[src/cubic_root_bisection_core_defines.svh]
// assertion macros for the cubic root bisection core
// no dependencies; expects clk_i and rst_ni in the including scope
`ifndef CUBIC_ROOT_BISECTION_CORE_DEFINES_SVH
`define CUBIC_ROOT_BISECTION_CORE_DEFINES_SVH

// property that must hold in the same cycle as its antecedent
`define CRB_ASSERT_NOW(lbl, ante, cons, msg) \
  lbl: assert property (@(posedge clk_i) disable iff (!rst_ni) (ante) |-> (cons)) \
    else $error(msg);

// property that must hold in the cycle after its antecedent
`define CRB_ASSERT_NEXT(lbl, ante, cons, msg) \
  lbl: assert property (@(posedge clk_i) disable iff (!rst_ni) (ante) |=> (cons)) \
    else $error(msg);

`endif

[src/crb_pkg.sv]
// shared types, widths and constants of the cubic root bisection core
// no dependencies
package crb_pkg;

  // fixed-point format and field widths
  localparam int FRAC_BITS = 16;
  localparam int IN_W      = 28;
  localparam int CFG_W     = 48;
  localparam int TOL_W     = 27;
  localparam int CFG_IDX_W = 2;

  // horner datapath: operand split into digits for the shared multiplier
  localparam int DIG_W     = 26;
  localparam int N_DIG     = 3;
  localparam int DIG_IDX_W = 2;
  localparam int OP_W      = DIG_W * N_DIG;
  localparam int PROD_W    = DIG_W + 1 + IN_W;
  localparam int ACC_W     = CFG_W + 2 * IN_W + 2;

  // microprogram counter
  localparam int UPC_W = 5;

  // register reset values
  localparam logic signed [CFG_W-1:0] COEF_SQ_RESET =
    CFG_W'(64'sd15 * (64'sd1 <<< FRAC_BITS));
  localparam logic signed [CFG_W-1:0] COEF_LIN_RESET =
    CFG_W'(-64'sd1500 * (64'sd1 <<< FRAC_BITS));
  localparam logic signed [CFG_W-1:0] COEF_CONST_RESET =
    CFG_W'(64'sd12500 * (64'sd1 <<< FRAC_BITS));
  localparam logic [TOL_W-1:0] TOL_RESET =
    TOL_W'(((64'd1 << FRAC_BITS) + 64'd500) / 64'd1000);

  // configuration register indexes
  typedef enum logic [CFG_IDX_W-1:0] {
    CFG_SQUARE    = 2'd0,
    CFG_LINEAR    = 2'd1,
    CFG_CONSTANT  = 2'd2,
    CFG_TOLERANCE = 2'd3
  } cfg_idx_e;

  // sequencing operation of a control word
  typedef enum logic [2:0] {
    SEQ_NEXT     = 3'd0,
    SEQ_JUMP     = 3'd1,
    SEQ_CALL     = 3'd2,
    SEQ_RET      = 3'd3,
    SEQ_WAIT_IN  = 3'd4,
    SEQ_WAIT_OUT = 3'd5
  } seq_e;

  // jump condition
  typedef enum logic [2:0] {
    COND_ALWAYS  = 3'd0,
    COND_NO_ROOT = 3'd1,
    COND_NARROW  = 3'd2,
    COND_TINY    = 3'd3,
    COND_ZERO    = 3'd4
  } cond_e;

  // evaluation point source
  typedef enum logic [1:0] {
    X_HOLD     = 2'd0,
    X_LOWER_IN = 2'd1,
    X_UPPER    = 2'd2,
    X_MID      = 2'd3
  } xsel_e;

  // multiplicand register source
  typedef enum logic [1:0] {
    OP_HOLD = 2'd0,
    OP_SEED = 2'd1,
    OP_ACC  = 2'd2
  } opsel_e;

  // accumulator source
  typedef enum logic [1:0] {
    ACC_HOLD  = 2'd0,
    ACC_LIN   = 2'd1,
    ACC_CONST = 2'd2,
    ACC_ADD   = 2'd3
  } accsel_e;

  // bisection control action
  typedef enum logic [3:0] {
    ACT_NONE    = 4'd0,
    ACT_ACCEPT  = 4'd1,
    ACT_SIGN_A  = 4'd2,
    ACT_SIGN_B  = 4'd3,
    ACT_MID     = 4'd4,
    ACT_SPLIT   = 4'd5,
    ACT_TINY    = 4'd6,
    ACT_HIT     = 4'd7,
    ACT_NO_ROOT = 4'd8,
    ACT_RESULT  = 4'd9
  } act_e;

  // one control word of the microprogram
  typedef struct packed {
    seq_e                  seq;
    cond_e                 cond;
    logic [UPC_W-1:0]      target;
    xsel_e                 x_sel;
    opsel_e                op_sel;
    accsel_e               acc_sel;
    logic                  mul_en;
    logic [DIG_IDX_W-1:0]  dig;
    act_e                  act;
  } uop_t;

  localparam uop_t UOP_NOP = '{
    seq:     SEQ_NEXT,
    cond:    COND_ALWAYS,
    target:  '0,
    x_sel:   X_HOLD,
    op_sel:  OP_HOLD,
    acc_sel: ACC_HOLD,
    mul_en:  1'b0,
    dig:     '0,
    act:     ACT_NONE
  };

  // status fed to the sequencer
  typedef struct packed {
    logic in_fire;
    logic out_free;
    logic no_root;
    logic narrow;
    logic tiny;
    logic zero;
  } cond_t;

  // sign of the evaluated cubic
  typedef struct packed {
    logic neg;
    logic zero;
  } stat_t;

endpackage

[src/crb_sequencer.sv]
// microprogram sequencer: step counter, return register and control store
// depends on crb_pkg
module crb_sequencer (
  input  logic           clk_i,
  input  logic           rst_ni,
  input  crb_pkg::cond_t cond_i,
  output crb_pkg::uop_t  uop_o
);

  localparam int UpcW = crb_pkg::UPC_W;

  // entry points of the program
  localparam logic [UpcW-1:0] A_IDLE    = UpcW'(0);
  localparam logic [UpcW-1:0] A_LOOP    = UpcW'(6);
  localparam logic [UpcW-1:0] A_TINY    = UpcW'(12);
  localparam logic [UpcW-1:0] A_HIT     = UpcW'(13);
  localparam logic [UpcW-1:0] A_NO_ROOT = UpcW'(14);
  localparam logic [UpcW-1:0] A_DONE    = UpcW'(15);
  localparam logic [UpcW-1:0] A_EVAL    = UpcW'(16);

  // control store
  function automatic crb_pkg::uop_t rom_read(input logic [UpcW-1:0] addr);
    crb_pkg::uop_t u;
    u = crb_pkg::UOP_NOP;
    unique case (addr)
      // wait for a bound pair, evaluate at the lower bound
      UpcW'(0): begin
        u.seq   = crb_pkg::SEQ_WAIT_IN;
        u.x_sel = crb_pkg::X_LOWER_IN;
        u.act   = crb_pkg::ACT_ACCEPT;
      end
      UpcW'(1): begin
        u.seq    = crb_pkg::SEQ_CALL;
        u.target = A_EVAL;
      end
      UpcW'(2): begin
        u.x_sel = crb_pkg::X_UPPER;
        u.act   = crb_pkg::ACT_SIGN_A;
      end
      UpcW'(3): begin
        u.seq    = crb_pkg::SEQ_CALL;
        u.target = A_EVAL;
      end
      UpcW'(4): begin
        u.act = crb_pkg::ACT_SIGN_B;
      end
      UpcW'(5): begin
        u.seq    = crb_pkg::SEQ_JUMP;
        u.cond   = crb_pkg::COND_NO_ROOT;
        u.target = A_NO_ROOT;
      end
      // halving loop
      UpcW'(6): begin
        u.seq    = crb_pkg::SEQ_JUMP;
        u.cond   = crb_pkg::COND_NARROW;
        u.target = A_DONE;
      end
      UpcW'(7): begin
        u.seq    = crb_pkg::SEQ_JUMP;
        u.cond   = crb_pkg::COND_TINY;
        u.target = A_TINY;
      end
      UpcW'(8): begin
        u.x_sel = crb_pkg::X_MID;
        u.act   = crb_pkg::ACT_MID;
      end
      UpcW'(9): begin
        u.seq    = crb_pkg::SEQ_CALL;
        u.target = A_EVAL;
      end
      UpcW'(10): begin
        u.seq    = crb_pkg::SEQ_JUMP;
        u.cond   = crb_pkg::COND_ZERO;
        u.target = A_HIT;
        u.act    = crb_pkg::ACT_SPLIT;
      end
      UpcW'(11): begin
        u.seq    = crb_pkg::SEQ_JUMP;
        u.target = A_LOOP;
      end
      // exits
      UpcW'(12): begin
        u.seq    = crb_pkg::SEQ_JUMP;
        u.target = A_DONE;
        u.act    = crb_pkg::ACT_TINY;
      end
      UpcW'(13): begin
        u.seq    = crb_pkg::SEQ_JUMP;
        u.target = A_DONE;
        u.act    = crb_pkg::ACT_HIT;
      end
      UpcW'(14): begin
        u.seq    = crb_pkg::SEQ_JUMP;
        u.target = A_DONE;
        u.act    = crb_pkg::ACT_NO_ROOT;
      end
      UpcW'(15): begin
        u.seq    = crb_pkg::SEQ_WAIT_OUT;
        u.target = A_IDLE;
        u.act    = crb_pkg::ACT_RESULT;
      end
      // cubic evaluation, first horner pass: (x + c2) * x + c1
      UpcW'(16): begin
        u.op_sel  = crb_pkg::OP_SEED;
        u.acc_sel = crb_pkg::ACC_LIN;
      end
      UpcW'(17): begin
        u.mul_en = 1'b1;
        u.dig    = crb_pkg::DIG_IDX_W'(0);
      end
      UpcW'(18): begin
        u.acc_sel = crb_pkg::ACC_ADD;
        u.mul_en  = 1'b1;
        u.dig     = crb_pkg::DIG_IDX_W'(1);
      end
      UpcW'(19): begin
        u.acc_sel = crb_pkg::ACC_ADD;
        u.mul_en  = 1'b1;
        u.dig     = crb_pkg::DIG_IDX_W'(2);
      end
      UpcW'(20): begin
        u.acc_sel = crb_pkg::ACC_ADD;
      end
      // second horner pass: t * x + c0
      UpcW'(21): begin
        u.op_sel  = crb_pkg::OP_ACC;
        u.acc_sel = crb_pkg::ACC_CONST;
      end
      UpcW'(22): begin
        u.mul_en = 1'b1;
        u.dig    = crb_pkg::DIG_IDX_W'(0);
      end
      UpcW'(23): begin
        u.acc_sel = crb_pkg::ACC_ADD;
        u.mul_en  = 1'b1;
        u.dig     = crb_pkg::DIG_IDX_W'(1);
      end
      UpcW'(24): begin
        u.acc_sel = crb_pkg::ACC_ADD;
        u.mul_en  = 1'b1;
        u.dig     = crb_pkg::DIG_IDX_W'(2);
      end
      UpcW'(25): begin
        u.seq     = crb_pkg::SEQ_RET;
        u.acc_sel = crb_pkg::ACC_ADD;
      end
      default: begin
        u.seq    = crb_pkg::SEQ_JUMP;
        u.target = A_IDLE;
      end
    endcase
    return u;
  endfunction

  logic [UpcW-1:0] upc_q, upc_d;
  logic [UpcW-1:0] ret_q, ret_d;
  logic [UpcW-1:0] upc_inc;
  logic            take;
  crb_pkg::uop_t   uop;

  assign uop   = rom_read(upc_q);
  assign uop_o = uop;

  // condition select and next step
  always_comb begin
    upc_inc = upc_q + UpcW'(1);
    unique case (uop.cond)
      crb_pkg::COND_ALWAYS:  take = 1'b1;
      crb_pkg::COND_NO_ROOT: take = cond_i.no_root;
      crb_pkg::COND_NARROW:  take = cond_i.narrow;
      crb_pkg::COND_TINY:    take = cond_i.tiny;
      crb_pkg::COND_ZERO:    take = cond_i.zero;
      default:               take = 1'b0;
    endcase
    upc_d = upc_q;
    ret_d = ret_q;
    unique case (uop.seq)
      crb_pkg::SEQ_NEXT: upc_d = upc_inc;
      crb_pkg::SEQ_JUMP: upc_d = take ? uop.target : upc_inc;
      crb_pkg::SEQ_CALL: begin
        upc_d = uop.target;
        ret_d = upc_inc;
      end
      crb_pkg::SEQ_RET: upc_d = ret_q;
      crb_pkg::SEQ_WAIT_IN: begin
        if (cond_i.in_fire) upc_d = upc_inc;
      end
      crb_pkg::SEQ_WAIT_OUT: begin
        if (cond_i.out_free) upc_d = uop.target;
      end
      default: upc_d = A_IDLE;
    endcase
  end

  // step counter and return register
  always_ff @(posedge clk_i or negedge rst_ni) begin
    if (!rst_ni) begin
      upc_q <= A_IDLE;
      ret_q <= A_IDLE;
    end else begin
      upc_q <= upc_d;
      ret_q <= ret_d;
    end
  end

endmodule

[src/crb_eval_dp.sv]
// horner datapath for the cubic sign: one 27x28 multiplier shared by digits
// depends on crb_pkg; driven by control words from crb_sequencer
module crb_eval_dp (
  input  logic                               clk_i,
  input  crb_pkg::uop_t                      uop_i,
  input  logic signed [crb_pkg::IN_W-1:0]    x_i,
  input  logic signed [crb_pkg::CFG_W-1:0]   coef_sq_i,
  input  logic signed [crb_pkg::CFG_W-1:0]   coef_lin_i,
  input  logic signed [crb_pkg::CFG_W-1:0]   coef_const_i,
  output crb_pkg::stat_t                     stat_o
);

  localparam int InW    = crb_pkg::IN_W;
  localparam int DigW   = crb_pkg::DIG_W;
  localparam int OpW    = crb_pkg::OP_W;
  localparam int ProdW  = crb_pkg::PROD_W;
  localparam int AccW   = crb_pkg::ACC_W;
  localparam int DigIdx = crb_pkg::DIG_IDX_W;
  localparam int ShW    = $clog2(OpW);

  logic signed [InW-1:0]   x_q;
  logic        [OpW-1:0]   op_q, op_d;
  logic signed [AccW-1:0]  acc_q, acc_d;
  logic signed [ProdW-1:0] prod_q;
  logic        [DigIdx-1:0] pd_q;

  logic        [DigW-1:0]  dig_bits;
  logic                    top_dig;
  logic signed [DigW:0]    mul_a;
  logic signed [ProdW-1:0] mul_p;
  logic signed [OpW-1:0]   seed;
  logic signed [AccW-1:0]  prod_ext;
  logic        [ShW-1:0]   sh_amt;
  logic signed [AccW-1:0]  lin_term;
  logic signed [AccW-1:0]  const_term;

  // digit of the multiplicand; only the top digit carries the sign
  assign dig_bits = op_q[uop_i.dig * DigW +: DigW];
  assign top_dig  = (uop_i.dig == DigIdx'(crb_pkg::N_DIG - 1));
  assign mul_a    = $signed({top_dig & dig_bits[DigW-1], dig_bits});
  assign mul_p    = mul_a * x_q;

  // aligned partial product and coefficient terms
  assign sh_amt     = ShW'(pd_q * DigW);
  assign prod_ext   = AccW'(prod_q) << sh_amt;
  assign seed       = OpW'(x_q) + OpW'(coef_sq_i);
  assign lin_term   = AccW'(coef_lin_i) <<< crb_pkg::FRAC_BITS;
  assign const_term = AccW'(coef_const_i) <<< (2 * crb_pkg::FRAC_BITS);

  // multiplicand and accumulator selection
  always_comb begin
    unique case (uop_i.op_sel)
      crb_pkg::OP_SEED: op_d = seed;
      crb_pkg::OP_ACC:  op_d = acc_q[OpW-1:0];
      default:          op_d = op_q;
    endcase
    unique case (uop_i.acc_sel)
      crb_pkg::ACC_HOLD:  acc_d = acc_q;
      crb_pkg::ACC_LIN:   acc_d = lin_term;
      crb_pkg::ACC_CONST: acc_d = const_term;
      crb_pkg::ACC_ADD:   acc_d = acc_q + prod_ext;
      default:            acc_d = acc_q;
    endcase
  end

  // datapath registers
  always_ff @(posedge clk_i) begin
    if (uop_i.x_sel != crb_pkg::X_HOLD) x_q <= x_i;
    op_q  <= op_d;
    acc_q <= acc_d;
    if (uop_i.mul_en) begin
      prod_q <= mul_p;
      pd_q   <= uop_i.dig;
    end
  end

  assign stat_o.neg  = acc_q[AccW-1];
  assign stat_o.zero = (acc_q == '0);

endmodule

[src/cubic_root_bisection_core.sv]
// cubic root bisection core: top level with config registers and bisection control
// an accepted bound pair has both ends evaluated, then its interval is halved up to about
// 28 times, with one more evaluation per halving; each cubic evaluation runs two horner
// passes on the shared 27x28 multiplier
// one bound pair in work at a time; the next is taken once the result is registered
// reset: registers take their default values, sequencer idles, no result is pending
`include "cubic_root_bisection_core_defines.svh"

module cubic_root_bisection_core (
  input  logic                                 clk_i,
  input  logic                                 rst_ni,
  // configuration writes
  input  logic                                 cfg_we_i,
  input  logic [crb_pkg::CFG_IDX_W-1:0]        cfg_idx_i,
  input  logic [crb_pkg::CFG_W-1:0]            cfg_wdata_i,
  // bound pair request
  input  logic                                 in_valid_i,
  output logic                                 in_stall_o,
  input  logic signed [crb_pkg::IN_W-1:0]      lower_bound_i,
  input  logic signed [crb_pkg::IN_W-1:0]      upper_bound_i,
  // result request
  output logic                                 out_valid_o,
  input  logic                                 out_stall_i,
  output logic signed [crb_pkg::IN_W-1:0]      root_o,
  output logic                                 no_root_o,
  output logic                                 exact_zero_o
);

  localparam int InW   = crb_pkg::IN_W;
  localparam int CfgW  = crb_pkg::CFG_W;
  localparam int TolW  = crb_pkg::TOL_W;
  localparam int DiffW = InW + 1;

  crb_pkg::uop_t  uop;
  crb_pkg::cond_t cond;
  crb_pkg::stat_t stat;

  logic signed [CfgW-1:0] coef_sq_q, coef_lin_q, coef_const_q;
  logic        [TolW-1:0] tol_q;
  logic        [TolW-1:0] tol_eff;

  logic signed [InW-1:0]  a_q, b_q, c_q;
  logic                   sa_neg_q, sa_zero_q, sb_neg_q, sb_zero_q;
  logic                   hit_q, nr_q;
  logic                   out_valid_q;
  logic signed [InW-1:0]  root_q;
  logic                   no_root_q, exact_zero_q;

  logic signed [DiffW-1:0] diff;
  logic signed [InW-1:0]   mid;
  logic signed [InW-1:0]   x_val;
  logic                    in_fire, out_fire, out_free;
  logic                    accept, res_load;

  // configuration registers
  always_ff @(posedge clk_i or negedge rst_ni) begin
    if (!rst_ni) begin
      coef_sq_q    <= crb_pkg::COEF_SQ_RESET;
      coef_lin_q   <= crb_pkg::COEF_LIN_RESET;
      coef_const_q <= crb_pkg::COEF_CONST_RESET;
      tol_q        <= crb_pkg::TOL_RESET;
    end else if (cfg_we_i) begin
      unique case (crb_pkg::cfg_idx_e'(cfg_idx_i))
        crb_pkg::CFG_SQUARE:    coef_sq_q    <= $signed(cfg_wdata_i);
        crb_pkg::CFG_LINEAR:    coef_lin_q   <= $signed(cfg_wdata_i);
        crb_pkg::CFG_CONSTANT:  coef_const_q <= $signed(cfg_wdata_i);
        crb_pkg::CFG_TOLERANCE: tol_q        <= cfg_wdata_i[TolW-1:0];
      endcase
    end
  end

  // handshakes
  assign in_stall_o = (uop.seq != crb_pkg::SEQ_WAIT_IN);
  assign in_fire    = in_valid_i && !in_stall_o;
  assign out_fire   = out_valid_q && !out_stall_i;
  assign out_free   = !out_valid_q || !out_stall_i;
  assign accept     = in_fire && (uop.act == crb_pkg::ACT_ACCEPT);
  assign res_load   = out_free && (uop.act == crb_pkg::ACT_RESULT);

  // interval width, midpoint and loop conditions
  assign tol_eff = (tol_q == '0) ? TolW'(1) : tol_q;
  assign diff    = DiffW'(b_q) - DiffW'(a_q);
  assign mid     = a_q + $signed(diff[InW:1]);

  assign cond.in_fire  = in_fire;
  assign cond.out_free = out_free;
  assign cond.no_root  = sa_zero_q || sb_zero_q || (sa_neg_q == sb_neg_q);
  assign cond.narrow   = diff < $signed(DiffW'(tol_eff));
  assign cond.tiny     = diff < $signed(DiffW'(2));
  assign cond.zero     = stat.zero;

  // evaluation point
  always_comb begin
    unique case (uop.x_sel)
      crb_pkg::X_LOWER_IN: x_val = lower_bound_i;
      crb_pkg::X_UPPER:    x_val = b_q;
      crb_pkg::X_MID:      x_val = mid;
      default:             x_val = a_q;
    endcase
  end

  crb_sequencer u_seq (
    .clk_i  (clk_i),
    .rst_ni (rst_ni),
    .cond_i (cond),
    .uop_o  (uop)
  );

  crb_eval_dp u_eval (
    .clk_i        (clk_i),
    .uop_i        (uop),
    .x_i          (x_val),
    .coef_sq_i    (coef_sq_q),
    .coef_lin_i   (coef_lin_q),
    .coef_const_i (coef_const_q),
    .stat_o       (stat)
  );

  // bounds, midpoint and end signs
  always_ff @(posedge clk_i) begin
    if (accept) begin
      a_q <= lower_bound_i;
      b_q <= upper_bound_i;
      c_q <= lower_bound_i;
    end
    unique case (uop.act)
      crb_pkg::ACT_SIGN_A: begin
        sa_neg_q  <= stat.neg;
        sa_zero_q <= stat.zero;
      end
      crb_pkg::ACT_SIGN_B: begin
        sb_neg_q  <= stat.neg;
        sb_zero_q <= stat.zero;
      end
      crb_pkg::ACT_MID: c_q <= mid;
      crb_pkg::ACT_SPLIT: begin
        if (stat.neg != sa_neg_q) b_q <= c_q;
        else a_q <= c_q;
      end
      crb_pkg::ACT_TINY: c_q <= a_q;
      default: ;
    endcase
  end

  // outcome flags
  always_ff @(posedge clk_i or negedge rst_ni) begin
    if (!rst_ni) begin
      hit_q <= 1'b0;
      nr_q  <= 1'b0;
    end else if (accept) begin
      hit_q <= 1'b0;
      nr_q  <= 1'b0;
    end else if (uop.act == crb_pkg::ACT_HIT) begin
      hit_q <= 1'b1;
    end else if (uop.act == crb_pkg::ACT_NO_ROOT) begin
      nr_q <= 1'b1;
    end
  end

  // result register
  always_ff @(posedge clk_i or negedge rst_ni) begin
    if (!rst_ni) begin
      out_valid_q <= 1'b0;
    end else if (res_load) begin
      out_valid_q <= 1'b1;
    end else if (out_fire) begin
      out_valid_q <= 1'b0;
    end
  end

  always_ff @(posedge clk_i) begin
    if (res_load) begin
      root_q       <= nr_q ? '0 : c_q;
      no_root_q    <= nr_q;
      exact_zero_q <= hit_q && !nr_q;
    end
  end

  assign out_valid_o  = out_valid_q;
  assign root_o       = root_q;
  assign no_root_o    = no_root_q;
  assign exact_zero_o = exact_zero_q;

  // checks
  `CRB_ASSERT_NEXT(a_one_item, in_fire, in_stall_o, "bound pair taken while another is in work")
  `CRB_ASSERT_NOW(a_result_step, $rose(out_valid_q), $past(uop.seq == crb_pkg::SEQ_WAIT_OUT), "result raised outside the result step")
  `CRB_ASSERT_NOW(a_no_root_clean, out_valid_o && no_root_o, (root_o == '0) && !exact_zero_o, "no-root result carries a root")

endmodule

[config.mk]
export PLATFORM = sky130hd
export DESIGN_NAME = cubic_root_bisection_core
export DESIGN_NICKNAME = d
export VERILOG_FILES = /design/src/crb_pkg.sv /design/src/crb_sequencer.sv /design/src/crb_eval_dp.sv /design/src/cubic_root_bisection_core.sv
export VERILOG_INCLUDE_DIRS = /design/src /design/src/src
export SDC_FILE = /design/constraint.sdc
export NUM_CORES = 2
export LEC_CHECK = 0
export ABC_AREA = 1
export BUFFER_PORTS_ARGS = -buffer_cell sky130_fd_sc_hd__buf_2
export CAP_MARGIN = 30
export CORE_ASPECT_RATIO = 0.7
export CORE_MARGIN = 2
export CORE_UTILIZATION = 40
export DETAILED_ROUTE_END_ITERATION = 10
export HOLD_SLACK_MARGIN = 0.12
export SLEW_MARGIN = 25
export SYNTH_ARGS = -nofsm -noshare
export SYNTH_HDL_FRONTEND = slang
export SYNTH_SLANG_ARGS = --single-unit
[constraint.sdc]
create_clock -name clk_i -period 20.3 [get_ports clk_i]
set_clock_uncertainty 0.2 [all_clocks]
set_input_delay 1.015 -clock clk_i [delete_from_list [all_inputs] [get_ports clk_i]]
set_output_delay 1.015 -clock clk_i [all_outputs]
set_load 0.05 [all_outputs]
==> qor.txt <==
starting density of the core -> 40.3%
clk_lat worst skew -> 0.72 ns
pin slew with the least headroom to its limit -> 0.970 ns
Mapped Cells -> 9341
initial antenna violation count -> 19
Worst Path Arrival -> 10.42 ns
Critical Path Fanout Max -> 51
FF-to-FF Start -> u_seq.upc_q[0]
IO Port Bufs -> 142
Synthesized Nets -> 10.6k
crit start category -> register
Main synth FF type -> edfxtp_1
Syn Area/Cell -> 7.49 µm²
CTS tree -> built
GRT overflow -> 0
drt wl/cell -> 24.0 µm
GRT Total Usage -> 31.2%
Synth top area share -> 22.6%
most frequent cell after synthesis -> nand2_1
DR vias/cell -> 5.50
layout cells sized above 1 -> 5.67%
Pre-antenna DRT Iters -> 8
Reg2Reg Capture Point -> u_eval.prod_q[53]
Setup TNS -> 0 ns
final hold violations -> 0
Ports -> 143
commonest cells in the netlist -> nand2_1, inv_1, nor2_1
Hold Path Depth -> 2
max cap viols -> 0
RSZ-0062 raised after global routing -> no
first-pass GRT wire length -> 415000 µm
total core area -> 174000 µm²
post-CTS resize count -> 0
Final HPWL DP -> 228000 µm
Hold Path End -> u_seq.ret_q[4]
final WL -> 281000 µm
Post-synth EDFFs -> 331
Worst Path Required -> 20.55 ns
post-CTS setup buffers -> 0
cts hold-fix bufs -> 1
worst r2r path cells -> 34
Worst-path clk slew -> 0.07 ns
endpoint class of the critical path -> register
number of vias in the routed layout -> 64.4k
most used cell, CP -> fa_1
clk sinks -> 571
FMAX -> 98.3 MHz
r2r setup slk -> 10.13 ns
full die area -> 178000 µm²
Final Max Tran Viols -> 0
Final ANT Viol Nets -> 0
DRC violations left -> 0
slowest CP cell -> clkinv_1
Seq/Total Area, Yosys -> 22.5%
biggest area consumer among synthesized cells -> fa_1
vias in the first global route -> 61.1k
FFs w/ async S/R, synth -> 32.2%
synth top area cells -> fa_1, edfxtp_1, nand2_1, inv_1, ha_1
clock root buffer -> clkbuf_16
H-Tree Depth -> 2
Util after Layout -> 43.3%
GP Congestion -> 1.02
Hold Crit Start -> u_seq.ret_q[4]
register bit count reported by yosys -> 571
nets -> 10.6k
Clock Tree Buf Depth -> 3
Final setup viols -> 0
Die X -> 504 µm
largest net degree at the start of global routing -> 97
initial DRC count -> 7902
area grow syn2layout -> 7.56%
Synth warnings -> 0
height of the die -> 354 µm
post-synth cell types -> 64
# rows -> 128
hold slack -> 0.287 ns
Setup CP Type -> reg2reg
HP Class -> reg2reg
run status -> finished, final reports clean
Post-Syn Area -> 70000 µm²
slowest cell delay on critical path -> 0.81 ns
fin crit share -> 50.1%
Period minus WS final -> 10.17 ns
clock buffer count from CTS -> 60
max_slew headroom -> 35.3%
==> per-stage QoR <==
step	cell area (µm²)	worst slack, ns	instances
6_report	75200	10.13	11707
5_1_grt	75200	9.46	11700
4_1_cts	75100	10.32	11696
3_5_place_dp	73000	10.33	11582
3_3_place_gp	73000	10.39	11580
2_1_floorplan	70000	12.38	9341
==> final cells by class <==
class,count,area (µm²)
fill,17921,98500
multi-input combinational,6611,46100
sequential,571,15700
inverter,1827,6860
tap,2340,2930
clock buffer,72,1630
timing repair buffer,237,1490
clock inverter,41,518
antenna,8,20.0
==> kinds of logic (layout without fill, tap and decap cells) <==
group	Yosys count	count (layout)	share of synthesized area, %
compound gates	1649	1649	13.3
xor+xnor	133	133	1.67
fa+ha+maj	1192	1192	29.8
buf+inv	2159	2177	11.8
flops	571	571	22.5
mux	19	19	0.272
other cells	0	8	0
simple gates	3618	3618	20.7
==> critical path, delay by kind of cell (launching register included) <==
family / cells / cell delay, ns
buf+inv: 8 / 1.95
compound gates: 5 / 0.98
fa+ha+maj: 9 / 4.26
xor+xnor: 1 / 0.10
simple gates: 11 / 1.89
flops: 1 / 0.49
==> metal layers <==
layer	track usage [%]	vias up	routed length, µm	share of wire [%]
met5	0.865	-	297	0.11
li1	-	29397	-	-
met2	41.4	3222	108000	38
met4	6.60	12	6720	2.4
met3	8.98	315	33900	12
met1	48.8	31429	132000	47
==> state kept, by name, summed over array words and instances (netlist names), 28 cells and up <==
register       cells
u_eval.acc_q     106
u_eval.op_q       78
u_eval.prod_q     55
coef_const_q      48
coef_lin_q        48
coef_sq_q         48
a_q               28
b_q               28
c_q               28
root_o            28
u_eval.x_q        28
==> cell usage in the layout (no fill, tap or decap), types with 45 or more instances in the layout <==
cell type  synthesis  final
nand3_1          275    272
buf_4              3     89
nor4_1            45     45
buf_2             56    142
ha_1             402    399
nor3_1            61     61
xnor2_1           56     56
or2_2             45     45
dfrtp_1          148    148
dfxtp_1           56     56
fa_1             790    790
clkbuf_16          0     62
edfxtp_1         331    331
o21ai_1           55     54
a21oi_1          532    531
inv_1           1778   1775
a31oi_1          123    123
o211ai_1          72     72
xor2_1            77     77
o21ai_0          652    652
nor2_1           801    798
nand2_1         2298   2293
==> how the worst max path moves through the flow <==
stage,start,end,slack [ns],cells after the start
after floorplan,u_seq.upc_q[0],u_eval.prod_q[53],12.38,37
after global placement,u_seq.upc_q[0],u_eval.prod_q[53],10.39,34
after detailed placement,u_seq.upc_q[0],u_eval.prod_q[53],10.33,34
after CTS,u_seq.upc_q[0],u_eval.prod_q[53],10.32,34
after global routing,u_seq.upc_q[0],u_eval.prod_q[53],9.46,34
final,u_seq.upc_q[0],u_eval.prod_q[53],10.13,34
Power is not shown: default switching activity piles up to over one toggle a cycle in this logic, so the estimate is an artifact.
